## config.mk

```make
export PLATFORM = sky130hd
export DESIGN_NAME = largest_prime_factor
export DESIGN_NICKNAME = d
export VERILOG_FILES = /design/src/rtl/lpf_pkg.sv /design/src/rtl/lpf_div.sv /design/src/rtl/lpf_datapath.sv /design/src/rtl/lpf_ctrl.sv /design/src/rtl/largest_prime_factor.sv
export SDC_FILE = /design/constraint.sdc
export NUM_CORES = 1
export LEC_CHECK = 0
export ABC_CLOCK_PERIOD_IN_PS = 5250
export BUFFER_PORTS_ARGS = -buffer_cell sky130_fd_sc_hd__buf_2
export CORE_MARGIN = 1.5
export CORE_UTILIZATION = 57
export CTS_CLUSTER_DIAMETER = 80
export DETAILED_ROUTE_END_ITERATION = 10
export PLACE_DENSITY = 0.8
export SETUP_SLACK_MARGIN = 0.2
export SYNTH_ARGS = -nofsm -noshare
export SYNTH_HDL_FRONTEND = slang
export SYNTH_SLANG_ARGS = --single-unit
```

## constraint.sdc

```tcl
create_clock -name clk_i -period 5.25 [get_ports clk_i]
set_clock_uncertainty 0.1 [all_clocks]
set_input_delay 1.05 -clock clk_i [delete_from_list [all_inputs] [get_ports clk_i]]
set_output_delay 1.05 -clock clk_i [all_outputs]
set_load 0.005 [all_outputs]
```

## src/rtl/lpf_pkg.sv

```systemverilog
// Shared types and constants for the largest prime factor block.
// Used by lpf_div, lpf_datapath, lpf_ctrl and largest_prime_factor; depends on nothing.

package lpf_pkg;

  localparam int unsigned ValueWidthDefault = 32;

  typedef enum logic [2:0] {
    ST_IDLE,
    ST_STRIP,
    ST_DIV,
    ST_WAIT,
    ST_FINAL
  } lpf_state_e;

  // Commands from the controller to the datapath.
  typedef struct packed {
    logic load;
    logic shift;
    logic div_start;
    logic step;
    logic out_load;
  } lpf_cmd_t;

  // Status from the datapath to the controller.
  typedef struct packed {
    logic rem_le_one;
    logic rem_even;
    logic div_done;
    logic cand_le_q;
  } lpf_sts_t;

endpackage

```

## src/rtl/lpf_div.sv

```systemverilog
// Restoring bit-serial unsigned divider, one quotient bit per cycle.
// Depends on lpf_pkg for its default width; used by lpf_datapath.

module lpf_div #(
  parameter int unsigned VALUE_WIDTH = lpf_pkg::ValueWidthDefault
) (
  input  logic                   clk_i,
  input  logic                   rst_ni,
  input  logic                   start_i,
  input  logic [VALUE_WIDTH-1:0] dividend_i,
  input  logic [VALUE_WIDTH-1:0] divisor_i,
  output logic                   done_o,
  output logic [VALUE_WIDTH-1:0] quotient_o,
  output logic [VALUE_WIDTH-1:0] remainder_o
);

  localparam int unsigned CntW = $clog2(VALUE_WIDTH);
  localparam logic [CntW-1:0] CntLast = CntW'(VALUE_WIDTH - 1);

  logic                   busy_q;
  logic                   done_q;
  logic [CntW-1:0]        cnt_q;
  logic [VALUE_WIDTH-1:0] quo_q;
  logic [VALUE_WIDTH-1:0] rem_q;

  logic [VALUE_WIDTH:0]   trial;
  logic                   fits;
  logic [VALUE_WIDTH-1:0] rem_d;

  // The dividend shifts out of the top of quo_q while quotient bits enter at the bottom.
  assign trial = {rem_q, quo_q[VALUE_WIDTH-1]};
  assign fits  = trial >= {1'b0, divisor_i};
  assign rem_d = fits ? VALUE_WIDTH'(trial - {1'b0, divisor_i}) : trial[VALUE_WIDTH-1:0];

  always_ff @(posedge clk_i or negedge rst_ni) begin
    if (!rst_ni) begin
      busy_q <= 1'b0;
      done_q <= 1'b0;
      cnt_q  <= '0;
    end else begin
      done_q <= 1'b0;
      if (start_i) begin
        busy_q <= 1'b1;
        cnt_q  <= CntLast;
      end else if (busy_q) begin
        cnt_q <= cnt_q - CntW'(1);
        if (cnt_q == '0) begin
          busy_q <= 1'b0;
          done_q <= 1'b1;
        end
      end
    end
  end

  always_ff @(posedge clk_i) begin
    if (start_i) begin
      quo_q <= dividend_i;
      rem_q <= '0;
    end else if (busy_q) begin
      quo_q <= {quo_q[VALUE_WIDTH-2:0], fits};
      rem_q <= rem_d;
    end
  end

  assign done_o      = done_q;
  assign quotient_o  = quo_q;
  assign remainder_o = rem_q;

endmodule

```

## src/rtl/lpf_datapath.sv

```systemverilog
// Datapath: magnitude logic, cofactor, trial divisor, best factor and result registers.
// Depends on lpf_pkg and lpf_div.

module lpf_datapath #(
  parameter int unsigned VALUE_WIDTH = lpf_pkg::ValueWidthDefault
) (
  input  logic                          clk_i,
  input  logic                          rst_ni,
  input  lpf_pkg::lpf_cmd_t             cmd_i,
  input  logic signed [VALUE_WIDTH-1:0] value_i,
  output lpf_pkg::lpf_sts_t             sts_o,
  output logic [VALUE_WIDTH-1:0]        largest_factor_o
);

  logic [VALUE_WIDTH-1:0] rem_q;
  logic [VALUE_WIDTH-1:0] cand_q;
  logic [VALUE_WIDTH-1:0] best_q;
  logic [VALUE_WIDTH-1:0] res_q;

  logic [VALUE_WIDTH-1:0] mag;
  logic [VALUE_WIDTH-1:0] quo;
  logic [VALUE_WIDTH-1:0] div_rem;
  logic                   div_done;

  // The most negative value wraps to its correct unsigned magnitude.
  assign mag = value_i[VALUE_WIDTH-1] ? (~value_i + VALUE_WIDTH'(1)) : value_i;

  lpf_div #(
    .VALUE_WIDTH(VALUE_WIDTH)
  ) u_div (
    .clk_i      (clk_i),
    .rst_ni     (rst_ni),
    .start_i    (cmd_i.div_start),
    .dividend_i (rem_q),
    .divisor_i  (cand_q),
    .done_o     (div_done),
    .quotient_o (quo),
    .remainder_o(div_rem)
  );

  always_ff @(posedge clk_i or negedge rst_ni) begin
    if (!rst_ni) begin
      rem_q  <= '0;
      cand_q <= '0;
      best_q <= '0;
      res_q  <= '0;
    end else begin
      if (cmd_i.load) begin
        rem_q  <= mag;
        cand_q <= VALUE_WIDTH'(3);
        best_q <= (mag <= VALUE_WIDTH'(1)) ? mag : '0;
      end else if (cmd_i.shift) begin
        rem_q  <= rem_q >> 1;
        best_q <= VALUE_WIDTH'(2);
      end else if (cmd_i.step) begin
        if (div_rem == '0) begin
          best_q <= cand_q;
          rem_q  <= quo;
        end else begin
          cand_q <= cand_q + VALUE_WIDTH'(2);
        end
      end
      // Whatever cofactor is left above one is prime.
      if (cmd_i.out_load) begin
        res_q <= (rem_q > VALUE_WIDTH'(1) && rem_q > best_q) ? rem_q : best_q;
      end
    end
  end

  assign sts_o.rem_le_one = rem_q <= VALUE_WIDTH'(1);
  assign sts_o.rem_even   = ~rem_q[0];
  assign sts_o.div_done   = div_done;
  assign sts_o.cand_le_q  = cand_q <= quo;

  assign largest_factor_o = res_q;

endmodule

```

## src/rtl/lpf_ctrl.sv

```systemverilog
// Controller state machine and output word handshake.
// Depends on lpf_pkg.

module lpf_ctrl (
  input  logic              clk_i,
  input  logic              rst_ni,
  input  logic              in_valid_i,
  output logic              in_stall_o,
  output logic              out_valid_o,
  input  logic              out_stall_i,
  input  lpf_pkg::lpf_sts_t sts_i,
  output lpf_pkg::lpf_cmd_t cmd_o
);

  lpf_pkg::lpf_state_e state_q, state_d;
  logic out_valid_q, out_valid_d;
  logic slot_free;

  assign slot_free = ~out_valid_q | ~out_stall_i;

  always_comb begin
    state_d = state_q;
    case (state_q)
      lpf_pkg::ST_IDLE: begin
        if (in_valid_i) state_d = lpf_pkg::ST_STRIP;
      end
      lpf_pkg::ST_STRIP: begin
        if (sts_i.rem_le_one) state_d = lpf_pkg::ST_FINAL;
        else if (!sts_i.rem_even) state_d = lpf_pkg::ST_DIV;
      end
      lpf_pkg::ST_DIV: begin
        state_d = lpf_pkg::ST_WAIT;
      end
      lpf_pkg::ST_WAIT: begin
        if (sts_i.div_done) begin
          state_d = sts_i.cand_le_q ? lpf_pkg::ST_DIV : lpf_pkg::ST_FINAL;
        end
      end
      lpf_pkg::ST_FINAL: begin
        if (slot_free) state_d = lpf_pkg::ST_IDLE;
      end
      default: state_d = lpf_pkg::ST_IDLE;
    endcase
  end

  always_comb begin
    cmd_o      = '0;
    in_stall_o = 1'b1;
    case (state_q)
      lpf_pkg::ST_IDLE: begin
        in_stall_o = 1'b0;
        cmd_o.load = in_valid_i;
      end
      lpf_pkg::ST_STRIP: begin
        cmd_o.shift = ~sts_i.rem_le_one & sts_i.rem_even;
      end
      lpf_pkg::ST_DIV: begin
        cmd_o.div_start = 1'b1;
      end
      lpf_pkg::ST_WAIT: begin
        cmd_o.step = sts_i.div_done & sts_i.cand_le_q;
      end
      lpf_pkg::ST_FINAL: begin
        cmd_o.out_load = slot_free;
      end
      default: begin
        cmd_o = '0;
      end
    endcase
  end

  always_comb begin
    out_valid_d = out_valid_q;
    if (cmd_o.out_load) out_valid_d = 1'b1;
    else if (out_valid_q && !out_stall_i) out_valid_d = 1'b0;
  end

  always_ff @(posedge clk_i or negedge rst_ni) begin
    if (!rst_ni) begin
      state_q     <= lpf_pkg::ST_IDLE;
      out_valid_q <= 1'b0;
    end else begin
      state_q     <= state_d;
      out_valid_q <= out_valid_d;
    end
  end

  assign out_valid_o = out_valid_q;

  // A result word is never written over one that is still waiting.
  a_no_overwrite: assert property (@(posedge clk_i) disable iff (!rst_ni)
    cmd_o.out_load |-> slot_free)
    else $error("result register overwritten while stalled");

  // The divider reports completion only while the controller waits for it.
  a_done_in_wait: assert property (@(posedge clk_i) disable iff (!rst_ni)
    sts_i.div_done |-> (state_q == lpf_pkg::ST_WAIT))
    else $error("divider finished outside the wait state");

  // A step of the trial loop is always followed by a new division.
  a_step_then_div: assert property (@(posedge clk_i) disable iff (!rst_ni)
    cmd_o.step |=> cmd_o.div_start)
    else $error("trial step not followed by a division");

endmodule

```

## src/rtl/largest_prime_factor.sv

```systemverilog
// Largest prime factor of the magnitude of a signed word, found by trial division.
// Top level; depends on lpf_pkg, lpf_ctrl and lpf_datapath (which holds lpf_div).
//
// One word is factored at a time. Once it is accepted, each factor of two is shifted out
// in turn, and each odd trial divisor runs a full division in the bit-serial divider
// that yields one quotient bit per cycle. Odd divisors run up to the square root of
// the remaining cofactor, so a large prime input tries every odd divisor up to its
// square root. The result sits in an output register, so the next word can be accepted
// while it waits. Zero gives 0, plus or minus one gives 1, and the most negative value
// gives 2.

module largest_prime_factor #(
  parameter int unsigned VALUE_WIDTH = lpf_pkg::ValueWidthDefault
) (
  input  logic                          clk_i,
  input  logic                          rst_ni,
  input  logic                          in_valid_i,
  output logic                          in_stall_o,
  input  logic signed [VALUE_WIDTH-1:0] value_i,
  output logic                          out_valid_o,
  input  logic                          out_stall_i,
  output logic [VALUE_WIDTH-1:0]        largest_factor_o
);

  lpf_pkg::lpf_cmd_t cmd;
  lpf_pkg::lpf_sts_t sts;

  lpf_ctrl u_ctrl (
    .clk_i      (clk_i),
    .rst_ni     (rst_ni),
    .in_valid_i (in_valid_i),
    .in_stall_o (in_stall_o),
    .out_valid_o(out_valid_o),
    .out_stall_i(out_stall_i),
    .sts_i      (sts),
    .cmd_o      (cmd)
  );

  lpf_datapath #(
    .VALUE_WIDTH(VALUE_WIDTH)
  ) u_datapath (
    .clk_i           (clk_i),
    .rst_ni          (rst_ni),
    .cmd_i           (cmd),
    .value_i         (value_i),
    .sts_o           (sts),
    .largest_factor_o(largest_factor_o)
  );

endmodule

```

==> metrics <==
ys flop type=dfrtp_1; Die Height=159 µm; final net count=1,821; Avg Vias per Cell=6.32; register area share after synthesis=36.7%; Root Buffer=clkbuf_16; Req. time, crit path=5570 ps; setup TNS=0 ps; Tcrit/Tclk final=73.8%; max-cap viol count=0; flop-to-flop setup slack=1370 ps; Layout area overhead=9.62%; drt pass-1 iters=7; number of global-route vias before repair=12,000; worst reg2reg path depth=10; I/O pin cnt=70; final WL=38.3 mm; Mapped Cells=1,652; Setup crit start kind=flip-flop; TritonCTS clock tree=yes; dominant cells by area after synthesis=dfrtp_1, ha_1, edfxtp_1; Longest Clk Path Bufs=3; Hold Path Class=reg2reg; simple-gate area share of the yosys netlist=20.6%; Synth Area in Compound Gates=20.4%; DP HPWL=27.1 mm; top-area cell type share of the netlist area=25.1%; drt wl/cell=18.9 µm; Adder-Cell Fraction of Synth Area=9.18%; element type at the critical path end=flip-flop; DR iter-0 viols=1,330; worst-path fanout max=27; mapped cell area=0.0138 mm²; chip width=159 µm; FF-to-FF End=u_datapath.u_div.remainder_o[7]$_SDFFE_PP0P_; first-pass GRT wire length=62.7 mm; # resized after CTS=0; CP cell instances=inv_1 -> ha_1 -> nand3_1 -> or3_1 -> o22a_1 -> o21ai_1 -> a21oi_2 -> nor2_4 -> nand2_1 -> a311oi_1; Worst-Skew Late Latency=530 ps; FFs w/ async S/R, synth=68.5%; number of CTS-inserted buffers=24; Top Family by Delay on Critical Path=simple AND/OR/NAND/NOR gates; Rows=56; Post-CTS Setup Bufs=0; Max Clock Freq=258 MHz; H-tree levels=1; status=complete, no violations; CTS Sinks=203; Peak VDD IR=0.000437 V; post-route ant nets=0; Warnings, synthesis=0; Worst Tran Pin Value=1260 ps; Antenna Cells=0; number of synthesized register bits=203; number of stages on the worst setup path=10; pin count of the biggest net entering global routing=106; critical path's largest stage delay=680 ps; crit path from=u_datapath.cand_q[11]$_DFFE_PN0P_; Core Box Area=0.0237 mm²; share of layout cells above drive strength 1=9.52%; initial core utilization=58.5%; die area=0.0252 mm²; origin of the critical flop-to-flop path=u_datapath.cand_q[11]$_DFFE_PN0P_; arrival time worst endpoint=4200 ps; XOR/XNOR share of the synthesized area=4.30%; pins over their slew limit=0; grt ovf=0; final hold vios=0; routability cong.=0.925; Post-synth EDFFs=32; Buf+Inv Stages, Crit Path=1; Clock transition at path regs=60 ps; Yosys cell types=81; endpoints failing setup=0; drt drc=0; Global Route Usage Sum=30.4%; Pwr Density=594 mW/mm²; fin crit period=3880 ps; worst setup path category=reg2reg; final hold slack=412 ps; Synth area leader=dfrtp_1; RSZ-0062 raised after global routing=no; Post-Syn Nets=1,789; crit path capture=u_datapath.u_div.remainder_o[7]$_SDFFE_PP0P_; total power=9.02 mW; Slew Limit Headroom=15.8%; main combinational cell family by area after synthesis=simple AND/OR/NAND/NOR gates; mux cell area share after synthesis=3.34%; Filler cells=2,015; syn_area_per_cell=8.38 µm²; # hold bufs at CTS=0; CP max-delay cell=nor2_4; Via Count=12,800; Lkg Pwr=6.28 nW; initial antenna violation count=0; number of buffers inserted by port buffering=69
[worst min-delay path: cells and delay by family (launching register included)]
| kind | cells | cell delay, ps |
|---|---|---|
| AOI/OAI and AO/OA | 1 | 70 |
| DFF | 1 | 330 |
| and+or+nand+nor | 1 | 60 |
[through the flow]
step | utilization [%] | setup WS, ps | area [µm²] | std cells
floorplan | - | 1760 | 13800 | 1652
global placement | 61.1 | 1260 | 14500 | 1977
detailed placement | 61.1 | 1190 | 14500 | 1977
CTS | 64.1 | 1430 | 15200 | 2020
global route | 64.1 | 1180 | 15200 | 2020
finish | 64.1 | 1370 | 15200 | 2020
[registers in the layout, indices dropped and copies added, names as in the netlist]
signal                        cells
u_datapath.largest_factor_o      32
u_datapath.rem_q                 32
u_ctrl.state_q                    3
u_ctrl.out_valid_o                1
u_datapath.u_div.done_o           1
u_datapath.u_div.remainder_o     32
u_datapath.u_div.quotient_o      32
u_datapath.u_div.busy_q           1
u_datapath.best_q                32
u_datapath.cand_q                32
u_datapath.u_div.cnt_q            5
[per-layer routing]
| metal | routed length (µm) | vias up | global-route usage (%) |
|---|---|---|---|
| met3 | 3020 | 88 | 4.75 |
| met2 | 17600 | 529 | 48.7 |
| met4 | 1330 | 0 | 10.3 |
| met1 | 16300 | 6154 | 41.9 |
| met5 | 0 | - | 0 |
| li1 | - | 6002 | - |
[placed cells by master, fill, tap and decap left out, types with 13 or more instances in the layout]
| master | count |
|---|---|
| a21o_1 | 34 |
| a21oi_1 | 159 |
| a221oi_1 | 22 |
| a311oi_1 | 13 |
| a31oi_1 | 19 |
| buf_2 | 68 |
| buf_4 | 18 |
| clkbuf_16 | 24 |
| dfrtp_1 | 138 |
| dfxtp_1 | 32 |
| edfxtp_1 | 32 |
| ha_1 | 100 |
| inv_1 | 115 |
| mux2i_1 | 44 |
| nand2_1 | 206 |
| nand3_1 | 25 |
| nand4_1 | 34 |
| nor2_1 | 160 |
| nor2b_1 | 15 |
| nor3_1 | 40 |
| nor4_1 | 26 |
| o21a_1 | 15 |
| o21ai_0 | 100 |
| or3_1 | 14 |
| xnor2_1 | 36 |
| xor2_1 | 32 |
[cell usage after synthesis, types with 19 or more instances]
cell type and n:
edfxtp_1 32, ha_1 100, dfrtp_1 139, a21o_1 34, xnor2_1 36, nor2_1 162, nand2_1 206, nand4_1 34
nand3_1 25, a21oi_1 160, a31oi_1 19, nor4_1 26, a221oi_1 22, nor3_1 40, dfxtp_1 32, xor2_1 32
o21ai_0 101, inv_1 115, clkbuf_1 64, mux2i_1 44
[how the worst min path moves through the flow]
stage | start | endpoint | slack (ps) | cells after the start
floorplan | u_datapath.cand_q[0]$_DFFE_PN0P_ | u_datapath.cand_q[0]$_DFFE_PN0P_ | 370 | 2
global placement | u_datapath.u_div.remainder_o[30]$_SDFFE_PP0P_ | u_datapath.u_div.remainder_o[31]$_SDFFE_PP0P_ | 400 | 2
detailed placement | u_datapath.u_div.remainder_o[25]$_SDFFE_PP0P_ | u_datapath.u_div.remainder_o[26]$_SDFFE_PP0P_ | 400 | 2
CTS | u_datapath.u_div.remainder_o[25]$_SDFFE_PP0P_ | u_datapath.u_div.remainder_o[26]$_SDFFE_PP0P_ | 410 | 2
global route | u_datapath.u_div.remainder_o[3]$_SDFFE_PP0P_ | u_datapath.u_div.remainder_o[3]$_SDFFE_PP0P_ | 440 | 2
finish | u_datapath.u_div.remainder_o[25]$_SDFFE_PP0P_ | u_datapath.u_div.remainder_o[26]$_SDFFE_PP0P_ | 410 | 2
[cells by family after synthesis]
kind of cell | count (synthesis)
buffers and inverters | 196
multiplexers | 46
adder cells (fa/ha/maj) | 101
AND/OR/NAND/NOR | 588
XOR/XNOR | 68
AO/OA/AOI/OAI | 450
flip-flops | 203
[cell type report]
cell class	instances	area (µm²)	area share, %
multi-input cells	1253	8060	53.1
inverters	115	432	2.84
well taps	319	399	2.63
flip-flops and latches	203	5080	33.5
clock inverters	5	40.0	0.264
clock buffers	38	673	4.44
repair buffers	87	487	3.21
[power breakdown]
part | switching [mW] | leakage [nW] | internal (mW)
sequential | 0.720 | 2.20 | 2.24
combinational | 2.55 | 3.74 | 1.98
clock | 0.656 | 0.337 | 0.877
total | 3.93 | 6.27 | 5.09
Power figures use the tool's default switching activity.
